<file path="src/hw/rtl/spcp_pkg.sv">
// types, constants and character tables of the serial phase command parser
package spcp_pkg;

  localparam int unsigned LINE_CAPACITY = 32;

  localparam int unsigned PREFIX_LEN  = 10;
  localparam int unsigned RESET_LEN   = 5;
  localparam int unsigned NUM_W       = 14;
  localparam int unsigned PHASE_MAX   = 180;
  localparam int unsigned DIGIT_LIMIT = 1000;

  localparam logic [7:0] CHAR_CR   = 8'd13;
  localparam logic [7:0] CHAR_LF   = 8'd10;
  localparam logic [7:0] CHAR_R    = 8'h52;
  localparam logic [7:0] CHAR_ZERO = 8'h30;
  localparam logic [7:0] CHAR_NINE = 8'h39;

  typedef enum logic [2:0] {
    EV_NONE       = 3'd0,
    EV_IMM_RESET  = 3'd1,
    EV_RESET_LINE = 3'd2,
    EV_PHASE_OK   = 3'd3,
    EV_SYNTAX     = 3'd4,
    EV_RANGE      = 3'd5,
    EV_UNKNOWN    = 3'd6
  } event_e;

  typedef struct packed {
    logic       kind;
    logic [7:0] byte_value;
  } spcp_in_t;

  typedef struct packed {
    logic [2:0] event_res;
    logic [7:0] phase_value;
  } spcp_out_t;

  // "SET PHASE "
  function automatic logic [7:0] prefix_char(input logic [3:0] pos);
    logic [7:0] ch;
    unique case (pos)
      4'd0:    ch = 8'h53;
      4'd1:    ch = 8'h45;
      4'd2:    ch = 8'h54;
      4'd3:    ch = 8'h20;
      4'd4:    ch = 8'h50;
      4'd5:    ch = 8'h48;
      4'd6:    ch = 8'h41;
      4'd7:    ch = 8'h53;
      4'd8:    ch = 8'h45;
      4'd9:    ch = 8'h20;
      default: ch = 8'h00;
    endcase
    return ch;
  endfunction

  // "RESET"
  function automatic logic [7:0] reset_char(input logic [2:0] pos);
    logic [7:0] ch;
    unique case (pos)
      3'd0:    ch = 8'h52;
      3'd1:    ch = 8'h45;
      3'd2:    ch = 8'h53;
      3'd3:    ch = 8'h45;
      3'd4:    ch = 8'h54;
      default: ch = 8'h00;
    endcase
    return ch;
  endfunction

endpackage

</file>
<file path="src/hw/rtl/spcp_engine.sv">
// streaming line parser: matcher, line state and end-of-line classification
module spcp_engine #(
  parameter int unsigned LineCapacity = spcp_pkg::LINE_CAPACITY
) (
  input  logic                clk_i,
  input  logic                rst_ni,
  input  logic                step_i,
  input  spcp_pkg::spcp_in_t  item_i,
  output spcp_pkg::spcp_out_t res_o
);
  import spcp_pkg::*;

  localparam int unsigned LenW = $clog2(LineCapacity);

  logic [LenW-1:0]  len_q, len_d;
  logic [2:0]       match_q, match_d;
  logic [3:0]       prefix_q, prefix_d;
  logic             prefix_fail_q, prefix_fail_d;
  logic             rst_fail_q, rst_fail_d;
  logic             seen_q, seen_d;
  logic             invalid_q, invalid_d;
  logic [NUM_W-1:0] num_q, num_d;
  logic             last_ok_q, last_ok_d;

  logic [7:0]       ch;
  logic [2:0]       match_next;
  logic             is_eol;
  logic             is_digit;
  logic [3:0]       digit;
  event_e           cls_ev;
  logic [7:0]       cls_phase;
  event_e           ev;
  logic [7:0]       phase;

  assign ch       = item_i.byte_value;
  assign is_eol   = (ch == CHAR_CR) || (ch == CHAR_LF);
  assign is_digit = (ch >= CHAR_ZERO) && (ch <= CHAR_NINE);
  assign digit    = ch[3:0];

  always_comb begin
    if ((match_q < 3'(RESET_LEN)) && (ch == reset_char(match_q))) begin
      match_next = match_q + 3'd1;
    end else if (ch == CHAR_R) begin
      match_next = 3'd1;
    end else begin
      match_next = 3'd0;
    end
  end

  // classification of the line held in the registers
  always_comb begin
    cls_phase = 8'd0;
    if (!rst_fail_q && (len_q == LenW'(RESET_LEN))) begin
      cls_ev = EV_RESET_LINE;
    end else if (prefix_q < 4'(PREFIX_LEN - 1)) begin
      cls_ev = EV_UNKNOWN;
    end else if ((prefix_q != 4'(PREFIX_LEN)) || !seen_q || invalid_q) begin
      cls_ev = EV_SYNTAX;
    end else if ((num_q > NUM_W'(PHASE_MAX)) || !last_ok_q) begin
      cls_ev = EV_RANGE;
    end else begin
      cls_ev    = EV_PHASE_OK;
      cls_phase = num_q[7:0];
    end
  end

  always_comb begin
    len_d         = len_q;
    match_d       = match_q;
    prefix_d      = prefix_q;
    prefix_fail_d = prefix_fail_q;
    rst_fail_d    = rst_fail_q;
    seen_d        = seen_q;
    invalid_d     = invalid_q;
    num_d         = num_q;
    last_ok_d     = last_ok_q;
    ev            = EV_NONE;
    phase         = 8'd0;

    if (step_i) begin
      if (item_i.kind) begin
        match_d = 3'd0;
        len_d   = '0;
      end else if (match_next >= 3'(RESET_LEN)) begin
        ev      = EV_IMM_RESET;
        match_d = 3'd0;
        len_d   = '0;
      end else if (is_eol) begin
        match_d = match_next;
        if (len_q != '0) begin
          ev    = cls_ev;
          phase = cls_phase;
          len_d = '0;
          if (cls_ev == EV_RESET_LINE) begin
            match_d = 3'd0;
          end
        end
      end else if (len_q < LenW'(LineCapacity - 1)) begin
        match_d = match_next;
        len_d   = len_q + LenW'(1);
        if ((len_q >= LenW'(RESET_LEN)) || (ch != reset_char(len_q[2:0]))) begin
          rst_fail_d = 1'b1;
        end
        if (len_q < LenW'(PREFIX_LEN)) begin
          if (!prefix_fail_q) begin
            if (ch == prefix_char(len_q[3:0])) begin
              prefix_d = len_q[3:0] + 4'd1;
            end else begin
              prefix_fail_d = 1'b1;
            end
          end
        end else if (is_digit) begin
          if (!invalid_q) begin
            if (num_q > NUM_W'(DIGIT_LIMIT)) begin
              invalid_d = 1'b1;
            end else begin
              num_d     = num_q * NUM_W'(10) + NUM_W'(digit);
              seen_d    = 1'b1;
              // 10 is a multiple of 5, so only the last digit decides
              last_ok_d = (digit == 4'd0) || (digit == 4'd5);
            end
          end
        end else begin
          invalid_d = 1'b1;
        end
      end else begin
        // overflowing character drops the line
        match_d = match_next;
        len_d   = '0;
      end

      // any line clear also resets the per-line trackers
      if (len_d == '0) begin
        prefix_d      = 4'd0;
        prefix_fail_d = 1'b0;
        rst_fail_d    = 1'b0;
        seen_d        = 1'b0;
        invalid_d     = 1'b0;
        num_d         = '0;
        last_ok_d     = 1'b0;
      end
    end
  end

  always_ff @(posedge clk_i or negedge rst_ni) begin
    if (!rst_ni) begin
      len_q         <= '0;
      match_q       <= 3'd0;
      prefix_q      <= 4'd0;
      prefix_fail_q <= 1'b0;
      rst_fail_q    <= 1'b0;
      seen_q        <= 1'b0;
      invalid_q     <= 1'b0;
      num_q         <= '0;
      last_ok_q     <= 1'b0;
    end else begin
      len_q         <= len_d;
      match_q       <= match_d;
      prefix_q      <= prefix_d;
      prefix_fail_q <= prefix_fail_d;
      rst_fail_q    <= rst_fail_d;
      seen_q        <= seen_d;
      invalid_q     <= invalid_d;
      num_q         <= num_d;
      last_ok_q     <= last_ok_d;
    end
  end

  assign res_o.event_res   = ev;
  assign res_o.phase_value = phase;

endmodule

</file>
<file path="src/hw/rtl/spcp_out_stage.sv">
// result register with valid flag, frees itself when the item is taken
module spcp_out_stage (
  input  logic                clk_i,
  input  logic                rst_ni,
  input  logic                load_i,
  input  spcp_pkg::spcp_out_t data_i,
  input  logic                ready_i,
  output logic                valid_o,
  output spcp_pkg::spcp_out_t data_o,
  output logic                free_o
);
  import spcp_pkg::*;

  logic      valid_q, valid_d;
  spcp_out_t data_q;

  assign free_o = !valid_q || ready_i;

  always_comb begin
    valid_d = valid_q;
    if (load_i) begin
      valid_d = 1'b1;
    end else if (ready_i) begin
      valid_d = 1'b0;
    end
  end

  always_ff @(posedge clk_i or negedge rst_ni) begin
    if (!rst_ni) begin
      valid_q <= 1'b0;
    end else begin
      valid_q <= valid_d;
    end
  end

  always_ff @(posedge clk_i) begin
    if (load_i) begin
      data_q <= data_i;
    end
  end

  assign valid_o = valid_q;
  assign data_o  = data_q;

endmodule

</file>
<file path="src/hw/rtl/serial_phase_command_parser_core.sv">
// an accepted item is held in the input register, and its result is then registered in the result register
// throughput: one item per cycle while the output is not stalled; input register -> parser logic -> result register
// stalls on the output back up through the input register only, never drop an item
// reset (rst_ni low, asynchronous) clears the matcher, the line state and both valids
module serial_phase_command_parser_core #(
  parameter int unsigned LineCapacity = spcp_pkg::LINE_CAPACITY
) (
  input  logic                clk_i,
  input  logic                rst_ni,
  input  logic                in_valid_i,
  output logic                in_ready_o,
  input  spcp_pkg::spcp_in_t  in_item_i,
  output logic                out_valid_o,
  input  logic                out_ready_i,
  output spcp_pkg::spcp_out_t out_item_o
);
  import spcp_pkg::*;

  logic      s1_valid_q, s1_valid_d;
  spcp_in_t  s1_item_q;
  logic      out_free;
  logic      step;
  logic      in_fire;
  spcp_out_t res;

  assign step       = s1_valid_q && out_free;
  assign in_ready_o = !s1_valid_q || out_free;
  assign in_fire    = in_valid_i && in_ready_o;

  always_comb begin
    s1_valid_d = s1_valid_q;
    if (in_fire) begin
      s1_valid_d = 1'b1;
    end else if (step) begin
      s1_valid_d = 1'b0;
    end
  end

  always_ff @(posedge clk_i or negedge rst_ni) begin
    if (!rst_ni) begin
      s1_valid_q <= 1'b0;
    end else begin
      s1_valid_q <= s1_valid_d;
    end
  end

  always_ff @(posedge clk_i) begin
    if (in_fire) begin
      s1_item_q <= in_item_i;
    end
  end

  spcp_engine #(
    .LineCapacity(LineCapacity)
  ) u_engine (
    .clk_i (clk_i),
    .rst_ni(rst_ni),
    .step_i(step),
    .item_i(s1_item_q),
    .res_o (res)
  );

  spcp_out_stage u_out (
    .clk_i  (clk_i),
    .rst_ni (rst_ni),
    .load_i (step),
    .data_i (res),
    .ready_i(out_ready_i),
    .valid_o(out_valid_o),
    .data_o (out_item_o),
    .free_o (out_free)
  );

endmodule

</file>
<file path="config.mk">
export PLATFORM = sky130hd
export DESIGN_NAME = serial_phase_command_parser_core
export DESIGN_NICKNAME = d
export VERILOG_FILES = /design/src/hw/rtl/spcp_pkg.sv /design/src/hw/rtl/spcp_engine.sv /design/src/hw/rtl/spcp_out_stage.sv /design/src/hw/rtl/serial_phase_command_parser_core.sv
export SDC_FILE = /design/constraint.sdc
export NUM_CORES = 1
export LEC_CHECK = 0
export ABC_AREA = 1
export BUFFER_PORTS_ARGS = -buffer_cell sky130_fd_sc_hd__buf_4
export CAP_MARGIN = 20
export CORE_UTILIZATION = 52
export CTS_CLUSTER_DIAMETER = 30
export DETAILED_ROUTE_END_ITERATION = 10
export GPL_ROUTABILITY_DRIVEN = 0
export PLACE_DENSITY_LB_ADDON = 0.25
export SKIP_LAST_GASP = 1
export SLEW_MARGIN = 20
export SYNTH_ARGS = -nofsm -noshare
export SYNTH_HDL_FRONTEND = slang
export SYNTH_HIERARCHICAL = 1
export SYNTH_SLANG_ARGS = --single-unit
</file>
<file path="constraint.sdc">
create_clock -name clk_i -period 3.2 [get_ports clk_i]
set_clock_uncertainty 0.15 [all_clocks]
set_input_delay 0.32 -clock clk_i [delete_from_list [all_inputs] [get_ports clk_i]]
set_output_delay 0.32 -clock clk_i [all_outputs]
set_load 0.01 [all_outputs]
</file>
======== Word level (Yosys, flattened, before mapping) ========
Memory sizes are Yosys's and may differ from the RTL's.
Cells that the tools add are included.
operators by class
  bitwise logic cells ..................... 2
  add/sub/neg operators ................... 4
  order comparisons ....................... 10
  divide/modulo/power cells ............... 0
  shift operators ......................... 0
  reductions and logical operators ........ 39
  mux-type cells .......................... 96
  $mul .................................... 1
  eq/ne operators ......................... 25
operators by type and width
  kind                                                                               number
  14-bit two-way mux                                                                 9
  8-bit two-way mux                                                                  12
  7-bit case mux with 4 select lines                                                 2
  1-bit two-way mux                                                                  49
  4-bit two-way mux                                                                  8
  3-bit two-way mux                                                                  10
  5-bit two-way mux                                                                  6
  6-bit AND reduction                                                                3
  8-bit by 4-bit equality test with 1-bit output, second input constant              2
  3-bit by 2-bit equality test with 1-bit output, second input constant              5
  14-bit by 4-bit adder with 14-bit output                                           1
  14-bit by 10-bit greater-than comparator with 1-bit output, second input constant  1
  14-bit by 8-bit greater-than comparator with 1-bit output, second input constant   1
  14-bit by 3-bit multiplier with 13-bit output, second input constant               1
  2-bit nonzero test                                                                 7
  2-bit != test, second input constant                                               6
  9-bit AND reduction                                                                1
  8-bit by 7-bit equality test with 1-bit output                                     1
  8-bit by 7-bit equality test with 1-bit output, second input constant              1
  8-bit equality test                                                                1
  8-bit by 6-bit >= comparator with 1-bit output, second input constant              1
  8-bit by 6-bit <= comparator with 1-bit output, second input constant              1
  1-bit logical OR                                                                   8
  8-bit != test                                                                      1
  26 further kinds                                                                   39
storage, ports and cells
  memories ................................ 1
  word-level logic and storage cells ...... 194
  bits in latches ......................... 0
  memory bits (read-only) ................. 112
  input bits .............................. 13
  bits in registers ....................... 53
  output and inout bits ................... 13
  RAM bits ................................ 0
memories
  memory            depth  width  read ports  clocked after memory_dff  write ports  RTL line        RTL
  (name not given)  16     7      1           0                         0            spcp_pkg.sv:41  unique case (pos)

======== Longest topological paths before layout ========
Gate-level depths: netlist (run 1).
  depth after elaboration ................. 19
  gate-level depth with buffers ........... 16
  depth with buffers taken out ............ 16

======== By module ========
Netlist (run 1), hierarchy kept.
modules (own cells, without submodules)
  module                            cells each  seq. area each (µm²)  times used  area an instance (µm²)
  spcp_engine                       458         775.7                 1           3350.7
  spcp_out_stage                    16          355.3                 1           375.4
  serial_phase_command_parser_core  17          295.3                 1           322.8

======== Worst setup path before layout (run 1) ========
Ideal clock, no wire load.
  path type ............................... register to register
  start point ............................. register u_engine.num_q[1]
  end point ............................... register u_engine.num_q[13]
  library setup time ...................... 0.116 ns
  stages on the path, launching flop included .. 15
  clock period less this slack ............ 2.804 ns
  buffers on the path ..................... 0
  data required time ...................... 2.934 ns
  arrival ................................. 2.538 ns
  setup slack ............................. 0.396 ns
  cell sequence ........................... dfrtp_1 -> ha_1 -> ha_1 -> inv_1 -> fa_1 -> xnor2_1 -> nand3b_1 -> nor2_1 -> nand2_1 -> nor3_1 -> nand3_1 -> nor2_1 -> nor2_1 -> nand2_1 -> nand2_1
on the way
  cells in the longest elaborated chain, start to end .. 11
  elaborated cells on any way between the ends .. 14
  those cells by class .................... 1 x add/sub; 1 x mul; 1 x order compare; 1 x eq/ne; 9 x mux; 1 x reduce/logical
RTL lines
  item                                           RTL line            RTL
  from (decl)                                    spcp_engine.sv:22   logic [NUM_W-1:0] num_q, num_d;
  from (signal assigned)                         spcp_engine.sv:164  num_q <= num_d;
  14-bit by 3-bit multiplier with 13-bit output  spcp_engine.sv:117  num_d = num_q * NUM_W'(10) + NUM_W'(digit);
  14-bit by 4-bit adder with 14-bit output       spcp_engine.sv:117
  14-bit two-way mux                             spcp_engine.sv:114  if (num_q > NUM_W'(DIGIT_LIMIT)) begin
  14-bit two-way mux                             spcp_engine.sv:113  if (!invalid_q) begin
  14-bit two-way mux                             spcp_engine.sv:112  end else if (is_digit) begin
  14-bit two-way mux                             spcp_engine.sv:104  if (len_q < LenW'(PREFIX_LEN)) begin
  14-bit two-way mux                             spcp_engine.sv:98   end else if (len_q < LenW'(LineCapacity - 1)) begin
  14-bit two-way mux                             spcp_engine.sv:88   end else if (is_eol) begin
  14-bit two-way mux                             spcp_engine.sv:84   end else if (match_next >= 3'(RESET_LEN)) begin
  14-bit two-way mux                             spcp_engine.sv:81   if (item_i.kind) begin
  14-bit two-way mux                             spcp_engine.sv:133  if (len_d == '0) begin
Several ways; a longest one is shown, not always the timed one. The select of a mux whose other input is x is not followed.
A chain may end at the register's enable or synchronous reset.

======== Final worst setup path (run 1) ========
  start point ............................. register u_engine.num_q[3]
  end point ............................... register u_engine.num_q[13]
Same word-level chain as after synthesis.

==> metrics.yaml, run 1 <==
clocking:
  htreeDepth: 2
  cts.reportedPaths.clkPinSlew_ns: 0.10
  cts.sinks: 53
  clk_latency_ns: 0.31
  root_buffer: "clkbuf_8"
  cts_tree: "done"
  cts_setup_buffers: 0
  cts_made_buffers: 5
  cts.path.max_buffers: 2
hold_path:
  hp-class: "input pin to register"
  min_path_cells: 1
  min-delay-start: "in_item_i[7]"
  min_to: "s1_item_q[7]$_DFFE_PP_"
timing:
  finalSetupTns_ns: 0
  achievable-frequency_mhz: 345.0
  maxSlewViolCount: 0
  fin_crit_sh_pct: 90.59
  hold_violations: 0
  setup_viol: 0
  maxSlewHeadroom_pct: 46.31
  worst_pin_slew_ns: 0.8054
  period_minus_slack_ns: 2.899
  rsz0062_at_grt: "no"
detailed_routing:
  drc_errors: 0
  wl_per_cell_um: 14.79
  drt-total-wl_mm: 9.261
  final_antenna_net_count: 0
  post_drt_via_cell_ratio: 5.527
  via_count: 3460
  first_pass_iters: 4
  first_iter_violations: 213
grt:
  antenna_found_initial: 0
  grt_max_degree: 34
  grt.total_usage_pct: 23.85
  grt_first_pass_wirelength_mm: 15.75
  grt_pass1_vias: 3345
  grt-ovfl-total: 0
worst_setup_path:
  cpMaxStageDelayCell: "dfrtp_1"
  reg2reg_depth: 14
  critical_path_class: "register to register"
  max_stage_delay_ns: 0.45
  reg2reg_to: "u_engine/num_q[13]$_DFFE_PN0P_"
  crit_path_start_kind: "register"
  worst-r2r-setup-slack_ns: 0.30
  crit_chain: "ha_1, ha_1, inv_1, fa_1, xnor2_1, nand3b_1, nor2_1, nand2_1, nor3_1, nand3_1, nor2_1, nor2_1, nand2_1, nand2_1"
  cp_data_arrival_time_ns: 2.96
  cp-end-kind: "register"
  worstPathRequired_ns: 3.26
  crit_fanout: 6
  rr_startpoint: "u_engine/num_q[3]$_DFFE_PN0P_"
yosys:
  yosys_warnings: 6
  synth_cell_types: 42
  synth_seq_cells: 53
  postSynthAreaPerCell_um2: 8.246
  synthTopCellsByArea: "dfrtp_1 (20%), edfxtp_1 (15%), ha_1 (11%), nand2_1 (7.9%), nand3_1 (5.4%)"
  synthTopCellsByCount: "nand2_1 (85), inv_1 (56), nand3_1 (44)"
  synthArstFlopShare_pct: 62.26
  synthFlopType: "dfrtp_1"
  ys_seq_area_share_pct: 35.23
  synth_top_area_share_pct: 20.40
  syn_nets: 542
  synth_edf_count: 20
  synth_most_common_cell: "nand2_1"
  syn_area_um2: 4049
  synth.largest_area_cell: "dfrtp_1"
  netlist_instances: 491
die:
  fp.dieH_um: 90.24
  core_um2: 7408
  die_area_um2: 8143
  rows: 31
  ios: 26
  start_util_pct: 54.65
  fp.dieW_um: 90.24
run:
  cap_violations: 0
layout:
  syn2layout_area_growth_pct: 10.66
  fin_nets: 577
  drive_gt1_share_pct: 15.37
  fin_area_um2: 4481
  diodes: 0
placed_design:
  io_buffer_count: 25
  placed_cell_area_um2: 4383
  dpl.hpwl_mm: 7.296
power:
  p_leak_nw: 2.053
  ir_drop_v: 0.0001760
  power_density_nw_per_um2: 377.2
run_status:
  outcome: "finished clean"
## what timing repair did
item | in CTS | in global routing
hold buffers | 1 | 0
hold endpoints to repair | 33 | 0
gates resized for setup | 0 | 1
setup endpoints to repair | 0 | 1
## per-stage QoR
step	hold WS [ns]	worst slack (ns)	utilization, %	power (mW)	cells
5_1_grt	0.002744	0.04568	60.48	1.792	626
2_1_floorplan	-0.1256	0.3961	-	1.168	491
3_5_place_dp	0.1451	0.2830	59.16	1.316	617
4_1_cts	0.01606	0.2647	60.48	1.693	626
6_report	0.02453	0.3012	60.48	1.690	626
3_3_place_gp	0.1427	0.3577	59.16	1.298	617
## cell type report
cell class / instances / area [um^2]
inverters: 64 / 242.7
multi-input cells: 368 / 2342
fillers: 669 / 2928
repair buffers: 34 / 257.7
clock inverters: 2 / 15.01
flip-flops and latches: 53 / 1426
clock buffers: 6 / 72.57
well taps: 99 / 123.9
## per-layer routing
layer,up-vias,GRT usage (%),routed length [um]
li1,1729,-,-
met1,1615,32.90,4450
met2,101,38.17,4200
met3,15,4.907,483
met4,0,6.183,127
met5,-,0,0
## sequential cells by signal, summed over array words and instances, names as in the netlist, 3 cells and up
register	cells
u_engine/match_q	3
s1_item_q	9
u_engine/len_q	5
u_engine/prefix_q	4
u_out/data_o	11
u_engine/num_q	14
## worst max path at each step
stage,to,slack [ns],depth (start not counted),from
2_1_floorplan,u_engine/num_q[13]$_DFFE_PN0P_,0.40,14,u_engine/num_q[1]$_DFFE_PN0P_
3_3_place_gp,u_engine/num_q[13]$_DFFE_PN0P_,0.36,14,u_engine/num_q[3]$_DFFE_PN0P_
3_5_place_dp,u_engine/num_q[13]$_DFFE_PN0P_,0.28,14,u_engine/num_q[3]$_DFFE_PN0P_
4_1_cts,u_engine/num_q[13]$_DFFE_PN0P_,0.26,14,u_engine/num_q[3]$_DFFE_PN0P_
5_1_grt,u_engine/num_q[13]$_DFFE_PN0P_,0.05,14,u_engine/num_q[3]$_DFFE_PN0P_
6_report,u_engine/num_q[13]$_DFFE_PN0P_,0.30,14,u_engine/num_q[3]$_DFFE_PN0P_
## critical path, delay by kind of cell, from the launching register on
kind,cells,cell delay (ns)
xor gates and xnor gates,1,0.20
adders and majority gates,3,0.91
buffers and inverters,1,0.08
DFF,1,0.45
and+or+nand+nor,9,1.01
## logic make-up (layout without fill, tap and decap cells)
group | count (synthesis) | in the layout | share of synthesized area, %
compound gates | 69 | 69 | 10.32
xor+xnor | 26 | 26 | 5.624
fa+ha+maj | 38 | 38 | 12.11
buf+inv | 70 | 106 | 6.922
flops | 53 | 53 | 35.23
simple gates | 235 | 235 | 29.79
## cells in the final DEF (no fill, tap or decap), drive strengths merged, types with 6 or more instances in the layout
| cell | synthesis | routed |
|---|---|---|
| edfxtp | 20 | 20 |
| inv | 62 | 62 |
| nor3 | 15 | 15 |
| nor2 | 39 | 39 |
| nand3 | 59 | 59 |
| buf | 5 | 33 |
| nand4 | 13 | 13 |
| xor2 | 18 | 18 |
| xnor2 | 8 | 8 |
| nand2 | 97 | 97 |
| o21ai | 34 | 34 |
| clkbuf | 1 | 6 |
| dfrtp | 33 | 33 |
| ha | 36 | 36 |
| a21oi | 21 | 21 |
## power by group
group          internal (mW)  switching [mW]  total, mW  leakage (nW)
Clock                  0.155           0.223      0.377        0.0374
Sequential             0.766          0.0530      0.819         0.644
Combinational          0.170           0.324      0.494          1.37
Total                   1.09           0.600       1.69          2.05
Power figures use the tool's default switching activity.
==> inputs of run 2 (changes only) <==
--- a/config.mk
+++ b/config.mk
@@ -19,3 +19,4 @@
 export SYNTH_HDL_FRONTEND = slang
 export SYNTH_HIERARCHICAL = 1
 export SYNTH_SLANG_ARGS = --single-unit
+export TNS_END_PERCENT = 100
==> constraint.sdc (replaced) <==
create_clock -name clk_i -period 3.2 [get_ports clk_i]
set_clock_uncertainty 0.15 [all_clocks]
set_input_delay 0 -clock clk_i [delete_from_list [all_inputs] [get_ports clk_i]]
set_output_delay 0 -clock clk_i [all_outputs]
set_load 0.01 [all_outputs]
==> metrics.yaml, run 2 (synthesis gave the netlist of run 1 again) <==
grt:
  antenna_found_initial: 0
  grt-ovfl-total: 0
  grt_max_degree: 34
  grt_first_pass_wirelength_mm: 16.00
  grt_pass1_vias: 3412
  grt.total_usage_pct: 24.25
  use_met3_pct: 4.907
  met1_usage_pct: 33.06
  grt_use_met2_pct: 39.38
  busiest_layer: "met2"
timing:
  whs_ns: 0.008531
  fin_crit_sh_pct: 90.60
  achievable-frequency_mhz: 344.9
  fin_ws_ns: 0.3009
  setup_viol: 0
  worst_pin_slew_ns: 0.8061
  maxSlewViolCount: 0
  period_minus_slack_ns: 2.899
  rsz0062_at_grt: "no"
  hold_violations: 0
  maxSlewHeadroom_pct: 46.26
  finalSetupTns_ns: 0
clocking:
  cts_made_buffers: 5
  cts_setup_buffers: 0
  cts.reportedPaths.clkPinSlew_ns: 0.09
  cts_tree: "done"
  cts.path.max_buffers: 2
  cts.sinks: 53
  root_buffer: "clkbuf_8"
  clk_latency_ns: 0.32
  htreeDepth: 2
layout:
  drive_gt1_share_pct: 15.03
  syn2layout_area_growth_pct: 13.63
  multiInputGateArea_um2: 2342
  largest_register: "u_engine/num_q"
  fin_nets: 589
  ff_latch_area_um2: 1426
  final_common_cell: "nand2_1"
  diodes: 0
  final_cells: 638
  n_fill_cell: 656
  final_cell_mix: "nand2_1 (85), inv_1 (56), nand3_1 (44), nor2_1 (36), ha_1 (36)"
  largest_reg_flops: 14
worst_setup_path:
  cp_data_arrival_time_ns: 2.96
  reg2reg_to: "u_engine/num_q[13]$_DFFE_PN0P_"
  worstPathRequired_ns: 3.26
  crit_fanout: 6
  critical_path_class: "register to register"
  reg2reg_depth: 14
  worst-r2r-setup-slack_ns: 0.30
  cp-end-kind: "register"
  rr_startpoint: "u_engine/num_q[3]$_DFFE_PN0P_"
  crit_path_start_kind: "register"
placed_design:
  place_ws_ns: 0.2830
  dpl.hpwl_mm: 7.296
  io_buffer_count: 25
  place_inst: 617
detailed_routing:
  wl_per_cell_um: 14.66
  final_antenna_net_count: 0
  post_drt_via_cell_ratio: 5.467
  via_count: 3488
  drt-total-wl_mm: 9.355
  first_pass_iters: 5
  first_iter_violations: 214
  drc_errors: 0
power:
  netSwitchingFraction_pct: 35.28
  p_leak_nw: 2.103
  power_density_nw_per_um2: 369.5
  p_comb_share_pct: 29.7
  p_sw_mw: 0.5997
  clock_power_share_pct: 22.2
  ir_drop_v: 0.0001820
  total_power_mw: 1.700
  internal-power_mw: 1.100
  p_seq_share_pct: 48.1
die:
  fp.dieH_um: 90.24
  fp.dieW_um: 90.24
  core_um2: 7408
  die_area_um2: 8143
  start_util_pct: 54.65
  rows: 31
  ios: 26
hold_path:
  hp-class: "input pin to asynchronous set/reset pin"
run:
  cap_violations: 0
run_status:
  outcome: "finished clean"
run 2: changes by cell type in the layout (fill, tap and decap cells not counted):
cell and delta:
dlygate4sd3_1 +12
run 2: power by group through the flow:
stage / clock (mW) / combinational (mW) / sequential (mW)
2_1_floorplan: 0 / 0.342 / 0.826
3_3_place_gp: 0 / 0.469 / 0.829
3_5_place_dp: 0 / 0.485 / 0.831
4_1_cts: 0.388 / 0.500 / 0.818
5_1_grt: 0.417 / 0.562 / 0.827
6_report: 0.378 / 0.504 / 0.818
run 2: layout make-up:
class / count / share of cell area, %
tap: 99 / 2.692
sequential: 53 / 31.00
inverter: 64 / 5.276
clock buffer: 6 / 1.577
clock inverter: 2 / 0.3264
multi-input combinational: 368 / 50.91
timing repair buffer: 46 / 8.213
run 2: worst max-delay path by stage:
stage                                              from                        endpoint  cells after the start
after global routing      u_engine/num_q[3]$_DFFE_PN0P_  u_engine/num_q[13]$_DFFE_PN0P_                     14
after floorplan           u_engine/num_q[1]$_DFFE_PN0P_  u_engine/num_q[13]$_DFFE_PN0P_                     14
after global placement    u_engine/num_q[3]$_DFFE_PN0P_  u_engine/num_q[13]$_DFFE_PN0P_                     14
final                     u_engine/num_q[3]$_DFFE_PN0P_  u_engine/num_q[13]$_DFFE_PN0P_                     14
after CTS                 u_engine/num_q[3]$_DFFE_PN0P_  u_engine/num_q[13]$_DFFE_PN0P_                     14
after detailed placement  u_engine/num_q[3]$_DFFE_PN0P_  u_engine/num_q[13]$_DFFE_PN0P_                     14
run 2: metrics by stage:
| stage | utilization, % | cell area (um^2) |
|---|---|---|
| after floorplan | - | 4049 |
| after global routing | 62.10 | 4601 |
| final | 62.10 | 4601 |
| after CTS | 62.10 | 4601 |
| after global placement | 59.16 | 4383 |
| after detailed placement | 59.16 | 4383 |
run 2: metal layers:
layer  wire [um]  up-vias  part of all wire (%)
met5           0        -                     0
met4         122        0                   1.3
met3         482       14                   5.2
met2        4288       92                    46
met1        4461     1631                    48
li1            -     1751                     -
run 2: what timing repair did:
action                     CTS  global route
resized for setup            0             1
setup endpoints to repair    0             1
hold endpoints to repair    44             0
hold buffers                13             0
run 2: critical path: stages (launching register included):
cell	delay [ns]
dfrtp_1	0.44
ha_1	0.30
ha_1	0.19
inv_1	0.08
fa_1	0.42
xnor2_1	0.20
nand3b_1	0.14
nor2_1	0.12
nand2_1	0.09
nor3_1	0.28
nand3_1	0.13
nor2_1	0.11
nor2_1	0.05
nand2_1	0.05
nand2_1	0.04
==> inputs of run 3 (changes only) <==
--- a/config.mk
+++ b/config.mk
@@ -5,13 +5,14 @@
 export SDC_FILE = /design/constraint.sdc
 export NUM_CORES = 1
 export LEC_CHECK = 0
-export ABC_AREA = 1
+export ABC_AREA = 0
 export BUFFER_PORTS_ARGS = -buffer_cell sky130_fd_sc_hd__buf_4
 export CAP_MARGIN = 20
-export CORE_UTILIZATION = 52
+export CORE_UTILIZATION = 62
 export CTS_CLUSTER_DIAMETER = 30
 export DETAILED_ROUTE_END_ITERATION = 10
 export GPL_ROUTABILITY_DRIVEN = 0
+export MAX_ROUTING_LAYER = met4
 export PLACE_DENSITY_LB_ADDON = 0.25
 export SKIP_LAST_GASP = 1
 export SLEW_MARGIN = 20
==> metrics.yaml, run 3 <==
yosys:
  synth_seq_cells: 53
  yosys.area_share.xor_xnor_pct: 6.137
  syn_nets: 462
  synth_top_family_by_area: "simple AND/OR/NAND/NOR gates"
  synth-compound-area-share_pct: 16.94
  synthTopCellsByCount: "nand2_1 (46), ha_1 (36), dfrtp_1 (33)"
  synthTopCellsByArea: "dfrtp_1 (21%), edfxtp_1 (15%), ha_1 (11%), nand2_1 (4.3%), xnor2_1 (3.7%)"
  postSynthAreaPerCell_um2: 9.723
  synth_cell_types: 70
  synth_top_area_share_pct: 20.66
  synthArstFlopShare_pct: 62.26
  muxShareOfSynthArea_pct: 0.7514
  synth_edf_count: 20
  synth-simple-area-share_pct: 24.17
  synthFlopType: "dfrtp_1"
  netlist_instances: 411
  ys_seq_area_share_pct: 35.69
  syn_area_um2: 3996
  yosys_warnings: 6
  synthAdderAreaFrac_pct: 12.27
  synth_most_common_cell: "nand2_1"
  synth.largest_area_cell: "dfrtp_1"
layout:
  final_cell_mix: "nand2_1 (46), buf_4 (43), ha_1 (36), dfrtp_1 (33), edfxtp_1 (20)"
  drive_gt1_share_pct: 18.61
  diodes: 0
  fin_nets: 512
  ff_latch_area_um2: 1426
  final_common_cell: "nand2_1"
  n_fill_cell: 414
  largest_register: "u_engine/num_q"
  largest_reg_flops: 14
  syn2layout_area_growth_pct: 17.06
  multiInputGateArea_um2: 2506
  final_cells: 537
grt:
  grt_max_degree: 34
  grt_first_pass_wirelength_mm: 16.44
  grt.total_usage_pct: 33.59
  grt_pass1_vias: 3387
  antenna_found_initial: 0
  grt-ovfl-total: 0
clocking:
  clk_latency_ns: 0.31
  cts.sinks: 53
  cts_tree: "done"
  htreeDepth: 2
  cts.reportedPaths.clkPinSlew_ns: 0.10
  root_buffer: "clkbuf_8"
  cts.path.max_buffers: 2
  cts_made_buffers: 5
placed_design:
  place_inst: 515
  place_ws_ns: 0.05234
  io_buffer_count: 25
  dpl.hpwl_mm: 7.026
timing:
  fin_ws_ns: 0.1113
  worst_pin_slew_ns: 0.6721
  period_minus_slack_ns: 3.089
  maxSlewHeadroom_pct: 54.78
  hold_violations: 0
  fin_crit_sh_pct: 96.52
  setup_viol: 0
  maxSlewViolCount: 0
  achievable-frequency_mhz: 323.8
die:
  start_util_pct: 65.94
  fp.dieW_um: 82.29
  ios: 26
  rows: 28
  core_um2: 6061
  die_area_um2: 6771
  fp.dieH_um: 82.29
run:
  cap_violations: 0
detailed_routing:
  first_pass_iters: 5
  drc_errors: 0
  wl_per_cell_um: 19.16
  final_antenna_net_count: 0
  drt-total-wl_mm: 10.29
  post_drt_via_cell_ratio: 6.479
  via_count: 3479
  first_iter_violations: 240
worst_setup_path:
  worst-path-buf-inv: 1
  worstPathRequired_ns: 3.29
  cp_num_cells: 10
  max_stage_delay_ns: 0.47
  crit_chain: "ha_1, ha_1, inv_1, fa_2, nor3_2, nand4_1, or3_4, nor4b_4, a2111oi_4, nand2_1"
  cpMostUsedCell: "ha_1"
  cp_data_arrival_time_ns: 3.18
  worst-r2r-setup-slack_ns: 0.11
  crit_fanout: 3
  cpMaxStageDelayCell: "fa_2"
  reg2reg_depth: 10
  reg2reg_to: "u_engine/num_q[13]$_DFFE_PN0P_"
  crit_family: "simple AND/OR/NAND/NOR gates"
  cp-end-kind: "register"
  rr_startpoint: "u_engine/num_q[1]$_DFFE_PN0P_"
  critical_path_class: "register to register"
  crit_path_start_kind: "register"
power:
  total_power_mw: 1.731
  internal-power_mw: 1.190
  p_sw_mw: 0.5409
  p_comb_share_pct: 28.1
  power_density_nw_per_um2: 370.0
  p_leak_nw: 1.995
  clock_power_share_pct: 26.0
  ir_drop_v: 0.0002450
  netSwitchingFraction_pct: 31.25
  p_seq_share_pct: 46.0
hold_path:
  hp-class: "input pin to asynchronous set/reset pin"
run_status:
  outcome: "finished clean"
run 3: power groups by stage:
stage,clock network [mW],registers [mW],logic [mW]
after floorplan,0,0.799,0.321
after global placement,0,0.805,0.444
after detailed placement,0,0.807,0.459
after CTS,0.453,0.793,0.476
after global routing,0.495,0.800,0.525
final,0.449,0.795,0.486
run 3: final cells by class:
cell class                      count  share of cell area, %
Sequential cell                    53                  30.49
Timing Repair Buffer               57                  10.11
Clock inverter                      2                 0.7489
Inverter                           19                  1.524
Tap cell                           75                  2.006
Multi-Input combinational cell    325                  53.57
Clock buffer                        6                  1.551
run 3: through the flow:
stage / cell area [um^2] / TNS (ns) / hold WS (ns) / util [%]
5_1_grt: 4678 / -0.04159 / 0.1123 / 77.19
4_1_cts: 4573 / 0 / 0.04007 / 75.45
6_report: 4678 / 0 / 0.1011 / 77.19
3_3_place_gp: 4335 / 0 / -0.1755 / 71.53
3_5_place_dp: 4335 / 0 / -0.1724 / 71.53
2_1_floorplan: 3996 / 0 / -0.4456 / -
run 3: routing by layer:
layer | wire (um) | GRT usage [%] | vias to the layer above
li1 | - | - | 1612
met1 | 4161 | 38.78 | 1681
met2 | 5174 | 56.61 | 148
met3 | 601 | 5.604 | 38
met4 | 349 | 16.49 | 0
met5 | 0 | - | -
run 3: worst max-delay path by stage:
| stage | from | end | slack, ns |
|---|---|---|---|
| after global placement | u_engine/num_q[1]$_DFFE_PN0P_ | u_engine/num_q[13]$_DFFE_PN0P_ | 0.16 |
| after floorplan | u_engine/num_q[1]$_DFFE_PN0P_ | u_engine/num_q[13]$_DFFE_PN0P_ | 0.20 |
| after CTS | u_engine/num_q[1]$_DFFE_PN0P_ | u_engine/num_q[13]$_DFFE_PN0P_ | 0.02 |
| after detailed placement | u_engine/num_q[3]$_DFFE_PN0P_ | u_engine/num_q[13]$_DFFE_PN0P_ | 0.05 |
| after global routing | u_engine/num_q[3]$_DFFE_PN0P_ | u_engine/num_q[13]$_DFFE_PN0P_ | -0.04 |
| final | u_engine/num_q[1]$_DFFE_PN0P_ | u_engine/num_q[13]$_DFFE_PN0P_ | 0.11 |
run 3: cell families after synthesis:
logic type / count (synthesis)
buf+inv: 33
xor+xnor: 28
fa+ha+maj: 38
simple gates: 161
compound gates: 95
flops: 53
mux: 3
run 3: timing repair:
action	in CTS	in global routing
buffers inserted	0	1
resized for setup	0	17
hold buffers	13	0
endpoints found under the setup margin	0	2
hold endpoints to repair	53	0
run 3: worst reg2reg max path, cell delays in order (launching register included):
cell,delay (ns)
dfrtp_1,0.39
ha_1,0.30
ha_1,0.21
inv_1,0.07
fa_2,0.47
nor3_2,0.28
nand4_1,0.24
or3_4,0.43
nor4b_4,0.33
a2111oi_4,0.07
nand2_1,0.08
